===== src/hw/rtl/lpg_pkg.sv =====
`timescale 1ns / 1ps
// ----------------------------------------------------------------------------
// lpg_pkg
// Types and constants shared by the permutation generator and its cells.
// ----------------------------------------------------------------------------
package lpg_pkg;

   localparam int ELEM_W = 4;
   localparam int SIZE_W = 4;
   localparam int WORD_SLOTS = 8;
   localparam int WORD_W = ELEM_W * WORD_SLOTS;

   typedef logic [ELEM_W-1:0] elem_type;

   typedef enum logic [2:0] {
      CELL_HOLD,
      CELL_LOAD,
      CELL_MARK,
      CELL_SWAP,
      CELL_SORT
   } cell_op_type;

   typedef enum logic [2:0] {
      ST_IDLE,
      ST_MARK,
      ST_SWAP,
      ST_SORT,
      ST_FINISH
   } state_type;

   typedef struct packed {
      cell_op_type op;
      logic        odd_phase;
      elem_type    pivot_val;
      elem_type    succ_val;
   } cell_ctrl_type;

   typedef struct packed {
      logic     any_asc;
      logic     gt;
      logic     sfx;
      elem_type pivot_val;
      elem_type succ_val;
   } cell_stat_type;

endpackage


===== src/hw/rtl/lpg_cell.sv =====
`timescale 1ns / 1ps
// ----------------------------------------------------------------------------
// lpg_cell
// One slot of the permutation. Compares with its neighbours to locate the
// pivot and successor, and takes part in odd-even exchange of the suffix.
// ----------------------------------------------------------------------------
module lpg_cell
   import lpg_pkg::*;
#(
   parameter int INDEX   = 0,
   parameter int NW      = 4,
   parameter int RESET_N = 4
) (
   input  logic          clock,
   input  logic          reset,
   input  cell_ctrl_type ctrl,
   input  logic [NW-1:0] n,
   input  elem_type      left_val,
   input  logic          left_sfx,
   input  elem_type      right_val,
   input  logic          right_sfx,
   input  logic          right_gt,
   input  logic          any_asc_in,
   output elem_type      val,
   output cell_stat_type stat
);

   localparam logic ParityBit = logic'(INDEX % 2);
   localparam elem_type ResetVal = (INDEX < RESET_N) ? ELEM_W'(INDEX + 1) : '0;

   elem_type val_ff, val_in;
   logic     sfx_ff, sfx_in;
   logic     piv_ff, piv_in;

   logic active, right_active, asc, any_out, is_pivot, gt, succ, left_role;

   always_comb begin
      active       = NW'(INDEX) < n;
      right_active = NW'(INDEX + 1) < n;
      asc          = right_active & (val_ff < right_val);
      any_out      = asc | any_asc_in;
      is_pivot     = asc & ~any_asc_in;
      gt           = sfx_ff & (val_ff > ctrl.pivot_val);
      succ         = gt & ~right_gt;
      left_role    = (ctrl.odd_phase == ParityBit);
   end

   always_comb begin
      val_in = val_ff;
      sfx_in = sfx_ff;
      piv_in = piv_ff;
      case (ctrl.op)
         CELL_HOLD: begin
         end
         CELL_LOAD: begin
            val_in = active ? ELEM_W'(INDEX + 1) : '0;
            sfx_in = 1'b0;
            piv_in = 1'b0;
         end
         CELL_MARK: begin
            sfx_in = active & ~any_out;
            piv_in = is_pivot;
         end
         CELL_SWAP: begin
            if (piv_ff) begin
               val_in = ctrl.succ_val;
            end else if (succ) begin
               val_in = ctrl.pivot_val;
            end
         end
         CELL_SORT: begin
            if (left_role) begin
               if (sfx_ff && right_sfx && (val_ff > right_val)) begin
                  val_in = right_val;
               end
            end else begin
               if (sfx_ff && left_sfx && (left_val > val_ff)) begin
                  val_in = left_val;
               end
            end
         end
         default: begin
         end
      endcase
   end

   always_ff @(posedge clock) begin
      if (reset) begin
         val_ff <= ResetVal;
         sfx_ff <= 1'b0;
         piv_ff <= 1'b0;
      end else begin
         val_ff <= val_in;
         sfx_ff <= sfx_in;
         piv_ff <= piv_in;
      end
   end

   assign val            = val_ff;
   assign stat.any_asc   = any_out;
   assign stat.gt        = gt;
   assign stat.sfx       = sfx_ff;
   assign stat.pivot_val = is_pivot ? val_ff : '0;
   assign stat.succ_val  = succ ? val_ff : '0;

endmodule


===== src/hw/rtl/lexicographic_permutation_generator.sv =====
// Sequence: restart, first request and exhausted words go from idle straight to
// finish, where the response is registered; a next word steps through mark, swap,
// MAX_N odd-even exchange passes over the cell row, then finish.
// Flow: one word in flight; finish waits until the response register is free.
// Reset: synchronous; set size 4, identity loaded, no response pending.
`timescale 1ns / 1ps
// ----------------------------------------------------------------------------
// lexicographic_permutation_generator
// Steps through the permutations of 1..n in lexicographic order using a row
// of cells, one per element, driven by a small sequencer.
// ----------------------------------------------------------------------------
module lexicographic_permutation_generator
   import lpg_pkg::*;
#(
   parameter int MAX_N = 8
) (
   input  logic              clock,
   input  logic              reset,
   input  logic              req_valid,
   output logic              req_ready,
   input  logic              req_restart,
   output logic              rsp_valid,
   input  logic              rsp_ready,
   output logic [WORD_W-1:0] rsp_perm_word,
   output logic              rsp_is_last,
   output logic              rsp_exhausted,
   input  logic              csr_valid,
   output logic              csr_ready,
   input  logic [SIZE_W-1:0] csr_set_size
);

   localparam int NW     = $clog2(MAX_N + 1);
   localparam int PW     = $clog2(MAX_N);
   localparam int ResetN = (MAX_N < 4) ? MAX_N : 4;

   state_type         state_ff, state_in;
   logic [SIZE_W-1:0] size_ff, size_in;
   logic              started_ff, started_in;
   logic              done_ff, done_in;
   logic              exh_ff, exh_in;
   logic [PW-1:0]     pass_ff, pass_in;
   elem_type          pv_ff, pv_in;
   logic              rsp_valid_ff, rsp_valid_in;
   logic [WORD_W-1:0] rsp_word_ff, rsp_word_in;
   logic              rsp_last_ff, rsp_last_in;
   logic              rsp_exh_ff, rsp_exh_in;

   logic              req_fire, csr_fire, load_req, out_free, finish_fire;
   logic [NW-1:0]     n_cur, n_new, n_cells;
   cell_ctrl_type     ctrl;
   elem_type          pivot_or, succ_or;
   logic [WORD_W-1:0] packed_word;

   elem_type          cell_val  [MAX_N];
   cell_stat_type     cell_stat [MAX_N];

   assign req_fire    = req_valid & req_ready;
   assign csr_fire    = csr_valid & csr_ready;
   assign load_req    = req_restart | ~started_ff;
   assign out_free    = ~rsp_valid_ff | rsp_ready;
   assign finish_fire = (state_ff == ST_FINISH) & out_free;

   // clamp set size to 1..MAX_N
   assign n_cur = (size_ff == '0) ? NW'(1) :
                  (size_ff > SIZE_W'(MAX_N)) ? NW'(MAX_N) : NW'(size_ff);
   assign n_new = (csr_set_size == '0) ? NW'(1) :
                  (csr_set_size > SIZE_W'(MAX_N)) ? NW'(MAX_N) : NW'(csr_set_size);
   assign n_cells = csr_fire ? n_new : n_cur;

   always_comb begin
      pivot_or = '0;
      succ_or  = '0;
      for (int k = 0; k < MAX_N; k++) begin
         pivot_or = pivot_or | cell_stat[k].pivot_val;
         succ_or  = succ_or | cell_stat[k].succ_val;
      end
   end

   // next state
   always_comb begin
      state_in = state_ff;
      case (state_ff)
         ST_IDLE: begin
            if (req_fire) begin
               if (load_req || done_ff) begin
                  state_in = ST_FINISH;
               end else begin
                  state_in = ST_MARK;
               end
            end
         end
         ST_MARK:  state_in = ST_SWAP;
         ST_SWAP:  state_in = ST_SORT;
         ST_SORT: begin
            if (pass_ff == PW'(MAX_N - 1)) begin
               state_in = ST_FINISH;
            end
         end
         ST_FINISH: begin
            if (out_free) begin
               state_in = ST_IDLE;
            end
         end
         default:  state_in = ST_IDLE;
      endcase
   end

   // outputs of the sequencer
   always_comb begin
      req_ready      = 1'b0;
      csr_ready      = 1'b0;
      ctrl.op        = CELL_HOLD;
      ctrl.odd_phase = pass_ff[0];
      ctrl.pivot_val = pv_ff;
      ctrl.succ_val  = succ_or;
      case (state_ff)
         ST_IDLE: begin
            req_ready = 1'b1;
            csr_ready = 1'b1;
            if (csr_fire || (req_fire && load_req)) begin
               ctrl.op = CELL_LOAD;
            end
         end
         ST_MARK:   ctrl.op = CELL_MARK;
         ST_SWAP:   ctrl.op = CELL_SWAP;
         ST_SORT:   ctrl.op = CELL_SORT;
         ST_FINISH: ctrl.op = CELL_HOLD;
         default:   ctrl.op = CELL_HOLD;
      endcase
   end

   genvar g;
   generate
      for (g = 0; g < WORD_SLOTS; g++) begin : g_pack
         if (g < MAX_N) begin : g_used
            assign packed_word[g*ELEM_W +: ELEM_W] = cell_val[g];
         end else begin : g_zero
            assign packed_word[g*ELEM_W +: ELEM_W] = '0;
         end
      end

      for (g = 0; g < MAX_N; g++) begin : g_cell
         elem_type l_val, r_val;
         logic     l_sfx, r_sfx, r_gt, r_any;
         if (g == 0) begin : g_left_edge
            assign l_val = '0;
            assign l_sfx = 1'b0;
         end else begin : g_left
            assign l_val = cell_val[g-1];
            assign l_sfx = cell_stat[g-1].sfx;
         end
         if (g == MAX_N - 1) begin : g_right_edge
            assign r_val = '0;
            assign r_sfx = 1'b0;
            assign r_gt  = 1'b0;
            assign r_any = 1'b0;
         end else begin : g_right
            assign r_val = cell_val[g+1];
            assign r_sfx = cell_stat[g+1].sfx;
            assign r_gt  = cell_stat[g+1].gt;
            assign r_any = cell_stat[g+1].any_asc;
         end
         lpg_cell #(
            .INDEX   (g),
            .NW      (NW),
            .RESET_N (ResetN)
         ) u_cell (
            .clock      (clock),
            .reset      (reset),
            .ctrl       (ctrl),
            .n          (n_cells),
            .left_val   (l_val),
            .left_sfx   (l_sfx),
            .right_val  (r_val),
            .right_sfx  (r_sfx),
            .right_gt   (r_gt),
            .any_asc_in (r_any),
            .val        (cell_val[g]),
            .stat       (cell_stat[g])
         );
      end
   endgenerate

   always_comb begin
      size_in      = csr_fire ? csr_set_size : size_ff;
      exh_in       = exh_ff;
      pass_in      = pass_ff;
      pv_in        = pv_ff;
      started_in   = started_ff;
      done_in      = done_ff;
      rsp_valid_in = rsp_valid_ff & ~rsp_ready;
      rsp_word_in  = rsp_word_ff;
      rsp_last_in  = rsp_last_ff;
      rsp_exh_in   = rsp_exh_ff;
      if (req_fire) begin
         exh_in = ~load_req & done_ff;
      end
      if (state_ff == ST_MARK) begin
         pv_in = pivot_or;
      end
      if (state_ff == ST_SORT) begin
         pass_in = pass_ff + PW'(1);
      end else begin
         pass_in = '0;
      end
      if (finish_fire) begin
         started_in   = 1'b1;
         done_in      = exh_ff | ~cell_stat[0].any_asc;
         rsp_valid_in = 1'b1;
         rsp_word_in  = exh_ff ? '0 : packed_word;
         rsp_last_in  = ~exh_ff & ~cell_stat[0].any_asc;
         rsp_exh_in   = exh_ff;
      end
      if (csr_fire) begin
         started_in = 1'b0;
         done_in    = 1'b0;
      end
   end

   always_ff @(posedge clock) begin
      if (reset) begin
         state_ff     <= ST_IDLE;
         size_ff      <= SIZE_W'(4);
         started_ff   <= 1'b0;
         done_ff      <= 1'b0;
         exh_ff       <= 1'b0;
         pass_ff      <= '0;
         rsp_valid_ff <= 1'b0;
      end else begin
         state_ff     <= state_in;
         size_ff      <= size_in;
         started_ff   <= started_in;
         done_ff      <= done_in;
         exh_ff       <= exh_in;
         pass_ff      <= pass_in;
         rsp_valid_ff <= rsp_valid_in;
      end
   end

   always_ff @(posedge clock) begin
      pv_ff       <= pv_in;
      rsp_word_ff <= rsp_word_in;
      rsp_last_ff <= rsp_last_in;
      rsp_exh_ff  <= rsp_exh_in;
   end

   assign rsp_valid     = rsp_valid_ff;
   assign rsp_perm_word = rsp_word_ff;
   assign rsp_is_last   = rsp_last_ff;
   assign rsp_exhausted = rsp_exh_ff;

endmodule


===== config.mk =====
export PLATFORM = sky130hd
export DESIGN_NAME = lexicographic_permutation_generator
export DESIGN_NICKNAME = d
export VERILOG_FILES = /design/src/hw/rtl/lpg_pkg.sv /design/src/hw/rtl/lpg_cell.sv /design/src/hw/rtl/lexicographic_permutation_generator.sv
export SDC_FILE = /design/constraint.sdc
export NUM_CORES = 1
export LEC_CHECK = 0
export BUFFER_PORTS_ARGS = -buffer_cell sky130_fd_sc_hd__buf_2
export CAP_MARGIN = 20
export CORE_MARGIN = 1
export CORE_UTILIZATION = 51
export DETAILED_ROUTE_END_ITERATION = 7
export PLACE_DENSITY_LB_ADDON = 0.1
export SLEW_MARGIN = 20
export SYNTH_ARGS = -nofsm -noshare
export SYNTH_HDL_FRONTEND = slang
export SYNTH_HIERARCHICAL = 1
export SYNTH_SLANG_ARGS = --single-unit

===== constraint.sdc =====
create_clock -name clock -period 6.3 [get_ports clock]
set_input_delay 0 -clock clock [delete_from_list [all_inputs] [get_ports clock]]
set_output_delay 0 -clock clock [all_outputs]
set_load 0.05 [all_outputs]

# Word-level counts from Yosys, hierarchy flattened
# Cells that the tools add are included.
# word_totals
ff_bits	100
inputBits	10
out_inout_bits	37
elab_cells	322
# classes
add_sub_neg	1
magnitude_cmp	34
eq_ne	30
n_mux	100
bitwise_logic	89
n_reduce_logical	33
# op_table
operator	count
$mux 4	60
$pmux 4 s3	8
$gt 4x4->1	15
$or 4x4->4	14
$and 1x1->1	44
$pmux 1 s2	16
$reduce_and 4->1	8
$lt 4x4->1	7
$mux 3	8
$ne 3x1->1 const B	8
$ne 3x2->1 const B	7
$not 1->1	21
$lt 3x4->1 const A	4
$logic_and 1x1->1	15
$pmux 3 s5	1
$eq 3x2->1 const B	4
$pmux 3 s4	1
$or 1x1->1	10
$eq 3x3->1 const B	3
$gt 4x4->1 const B	2
$logic_not 4->1	2
$lt 1x4->1 const A	2
$lt 2x4->1 const A	2
$ne 2x2->1 const B	4
13 further kinds	21

# Depth between registers and ports, before layout
# depth
word_depth	22
depth_mapped	25

# Modules after synthesis
# The synthesis kept the hierarchy.
# modules_own_cells
module	instances	cells_per_inst	area_per_inst_um2	seq_area_each_um2
lexicographic_permutation_generator	1	182	2234.6	1421.4
lpg_cell (g_cell[3].u_cell)	1	111	982.2	120.1
lpg_cell (g_cell[5].u_cell)	1	117	973.4	120.1
lpg_cell (g_cell[4].u_cell)	1	108	935.9	120.1
lpg_cell (g_cell[1].u_cell)	1	109	904.6	120.1
lpg_cell (g_cell[7].u_cell)	1	109	898.4	120.1
lpg_cell (g_cell[2].u_cell)	1	111	889.6	120.1
lpg_cell (g_cell[6].u_cell)	1	109	882.1	120.1
lpg_cell (g_cell[0].u_cell)	1	108	880.8	120.1

# Worst setup path before layout
# No wires, ideal clock.
# synth_path
path_kind	reg-to-reg
start	register state_ff[1]
end	register done_ff
setup_time_ns	0.115
t_arrival_ns	4.507
setup_slack_ns	1.678
path_stages_with_launch	25
path_buffers	10
period_less_slack_ns	4.622
cell_sequence	dfxtp_1 -> buf_6 -> nor4b_4 -> buf_6 -> o21ai_0 -> o31ai_1 -> o31ai_1 -> buf_4 -> a21oi_1 -> inv_1 -> buf_4 -> a31o_2 -> buf_4 -> a31o_1 -> buf_4 -> nand2b_1 -> buf_4 -> a31o_2 -> buf_4 -> a31o_2 -> buf_4 -> a31o_2 -> buf_4 -> nor2b_1 -> a2111oi_0
# synth_between
elab_chain_len	15
word_cells_on_any_way	32
cone_classes	8 x order compare; 1 x eq/ne; 2 x mux; 19 x bitwise; 2 x reduce/logical
# synth_lines
element	line_no	text
from (decl)	lexicographic_permutation_generator.sv:36	state_type state_ff, state_in;
from (signal assigned)	lexicographic_permutation_generator.sv:230	state_ff <= state_in;
$logic_not 3->1	lexicographic_permutation_generator.sv:116	case (state_ff)
$mux 1	lexicographic_permutation_generator.sv:116	
$and 1x1->1	lexicographic_permutation_generator.sv:58	assign csr_fire = csr_valid & csr_ready;
$mux 4	lexicographic_permutation_generator.sv:68	assign n_cells = csr_fire ? n_new : n_cur;
via n_cells[1]	lexicographic_permutation_generator.sv:49	logic [NW-1:0] n_cur, n_new, n_cells;
$lt 4x4->1	lpg_cell.sv:39	right_active = NW'(INDEX + 1) < n;
$and 1x1->1	lpg_cell.sv:40	asc = right_active & (val_ff < right_val);
via g_cell[7].u_cell.any_out	lpg_cell.sv:35	logic active, right_active, asc, any_out, is_pivot, gt, succ, left_role;
(+1 left out)	n/a	
via g_cell[6].u_cell.any_out	lpg_cell.sv:35	
(+1 left out)	n/a	
via g_cell[5].u_cell.any_out	lpg_cell.sv:35	
(+1 left out)	n/a	
via g_cell[4].u_cell.any_out	lpg_cell.sv:35	
(+1 left out)	n/a	
via g_cell[3].u_cell.any_out	lpg_cell.sv:35	
$or 1x1->1	lpg_cell.sv:41	any_out = asc | any_asc_in;
via g_cell[2].u_cell.any_out	lpg_cell.sv:35	
$or 1x1->1	lpg_cell.sv:41	
via g_cell[1].u_cell.any_out	lpg_cell.sv:35	
$or 1x1->1	lpg_cell.sv:41	
via g_cell[0].u_cell.any_out	lpg_cell.sv:35	
$not 1->1	lexicographic_permutation_generator.sv:208	done_in = exh_ff | ~cell_stat[0].any_asc;
$or 1x1->1	lexicographic_permutation_generator.sv:208	
to (signal assigned)	lexicographic_permutation_generator.sv:233	done_ff <= done_in;
to (decl)	lexicographic_permutation_generator.sv:39	logic done_ff, done_in;
# The timed path passes the listed nets, and every way through them passes these cells.
# A chain may end at the register's enable or synchronous reset.

==> flow_summary.json <==
{
  "status": "finished clean",
  "whs_ns": 0.0780,
  "dp_slack_ns": 1.83,
  "crit_path_top_delay_cell": "nor4b_4",
  "critical_path_required_ns": 6.56,
  "critPathLaunchType": "flip-flop",
  "die_x_microns": 139,
  "fmax_ghz": 0.220,
  "period_needed_ns": 4.54,
  "path_buf_inv": 1,
  "vias": 7853,
  "grt_remaining_overflow": 0,
  "cap_violations": 0,
  "syn_inst": 1063,
  "clk_latency_ns": 0.37,
  "area_delta_synth_final_pct": 6.61,
  "antenna_found_initial": 0,
  "path_class": "reg -> reg",
  "p_leak_nw": 3.93,
  "first_pass_iters": 7,
  "rsz0062_at_grt": "no",
  "drtIter0Drc": 618,
  "place_congestion": 0.898,
  "dp_hpwl_microns": 17800,
  "nNetsFinal": 1203,
  "cts_max_level": 3,
  "core_area_sq_um": 18200,
  "p_per_area_nw_per_um2": 180,
  "cts_tree": "yes",
  "portBuffers": 46,
  "finalMaxSlewViolations": 0,
  "hold_viol": 0,
  "critPathMaxFanout": 13,
  "cts.sinks": 100,
  "ant_nets": 0,
  "min_to": "state_ff[0]$_SDFFE_PP0P_",
  "hold_start": "req_restart",
  "final_core_util_pct": 56.1,
  "rows": 49,
  "slowest_delay_ns": 0.72,
  "start_util_pct": 52.6,
  "cts.clk_slew.worst_paths_ns": 0.08,
  "grt_pass1_vias": 7399,
  "worstRegToRegCells": 14,
  "tightest_slew_ns": 1.06,
  "wl_per_cell_microns": 20.3,
  "hp-class": "in -> reg",
  "grt_pass1_wl_microns": 42400,
  "setup_viol": 0,
  "die_h_microns": 139,
  "hold_depth": 4,
  "crit_chain": "nor4b_4 > o21ai_0 > o31ai_1 > o31ai_1 > a21oi_1 > inv_1 > a31o_2 > a31o_1 > nand2b_1 > a31o_2 > a31o_2 > a31o_2 > nor2b_1 > a2111oi_0",
  "numCtsBuffers": 9,
  "clock_skew_ns": 0.0134,
  "crit_family": "compound AO/OA/AOI/OAI gates",
  "reg2reg_from": "state_ff[1]$_SDFFE_PP0P_",
  "post_cts_resized": 0,
  "die-area_sq_um": 19300,
  "grt_usage_pct": 28.4,
  "clk_path_buf_depth": 2,
  "ir_drop_mv": 0.140,
  "rrSetupSlack_ns": 1.76,
  "place_area_sq_um": 9840,
  "stdcell_area_sq_um": 10200,
  "crit_top_cell": "a31o_2",
  "synth_warnings": 6,
  "wl_microns": 27000,
  "fin_tns_setup_ns": 0,
  "setup_ws_ns": 1.76,
  "syn_area_per_cell_sq_um": 9.01,
  "end_kind": "flip-flop",
  "via_per_inst": 5.90,
  "cp.arrival_ns": 4.80,
  "syn-cell-area_sq_um": 9570,
  "fin_crit_sh_pct": 72.0,
  "pin_count": 47,
  "r2r_end": "done_ff$_SDFFE_PP0P_",
  "cts-root-buf": "clkbuf_16",
  "cts_setup_buffers": 0,
  "drive_gt1_share_pct": 13.9,
  "grt_max_degree": 92,
  "slew_headroom_pct": 28.7,
  "drc": 0
}
## worst max-delay path by stage
stage	cells past startpoint	from	end
after detailed placement	14	state_ff[1]$_SDFFE_PP0P_	done_ff$_SDFFE_PP0P_
after global routing	14	state_ff[1]$_SDFFE_PP0P_	done_ff$_SDFFE_PP0P_
after global placement	14	state_ff[1]$_SDFFE_PP0P_	done_ff$_SDFFE_PP0P_
after floorplan	24	state_ff[1]$_SDFFE_PP0P_	done_ff$_SDFFE_PP0P_
final	14	state_ff[1]$_SDFFE_PP0P_	done_ff$_SDFFE_PP0P_
after CTS	14	state_ff[1]$_SDFFE_PP0P_	done_ff$_SDFFE_PP0P_
## registers in the layout (all words and copies together), names as in the netlist
signal / count
started_ff: 1
g_cell.u_cell/val: 32
g_cell.u_cell/piv_ff: 8
state_ff: 3
rsp_valid: 1
pv_ff: 4
size_ff: 4
rsp_perm_word: 32
done_ff: 1
g_cell.u_cell/sfx_ff: 8
pass_ff: 3
rsp_exhausted: 1
exh_ff: 1
rsp_is_last: 1
## cells in the final DEF, fill, tap and decap left out, drive strengths merged, types with 38 or more instances in the layout
cell type,n
a21oi,60
and2,66
buf,53
dfxtp,62
edfxtp,38
ha,98
inv,111
mux2i,96
nand2,47
nand2b,48
nor2b,63
## tightest hold or removal path, stage by stage
cell and delay (ns):
buf_2 0.10, nor3b_1 0.06, a32oi_1 0.19, nor3_1 0.06
## metal layers
| layer | part of all wire (%) | GRT usage, % |
|---|---|---|
| met5 | 0 | 0 |
| met3 | 6.4 | 4.14 |
| met2 | 45 | 44.8 |
| met1 | 47 | 40.0 |
| met4 | 1.6 | 8.54 |
## metrics by stage
stage	cells	power, mW
2_1_floorplan	1083	1.15
3_3_place_gp	1307	1.25
3_5_place_dp	1307	1.26
4_1_cts	1329	1.85
5_1_grt	1329	1.93
6_report	1330	1.84
## area by class of cell
cell class / instances / area (sq um)
antenna: 1 / 2.50
clock buffer: 9 / 225
clock inverter: 7 / 76.3
fill: 1706 / 8000
inverter: 106 / 398
multi-input combinational: 819 / 6490
sequential: 100 / 2380
tap: 229 / 287
timing repair buffer: 59 / 343
## report_power, final
part	leakage (nW)	switching, mW	total (mW)	internal, mW
combinational	2.92	0.302	0.492	0.190
sequential	0.861	0.0529	0.761	0.708
clock	0.149	0.306	0.590	0.284
total	3.93	0.660	1.84	1.18
## repair_timing
action	in CTS	in global routing
endpoints found under the setup margin	0	0
endpoints found under the hold margin	5	0
hold buffers	6	0
Power figures use the tool's default switching activity.
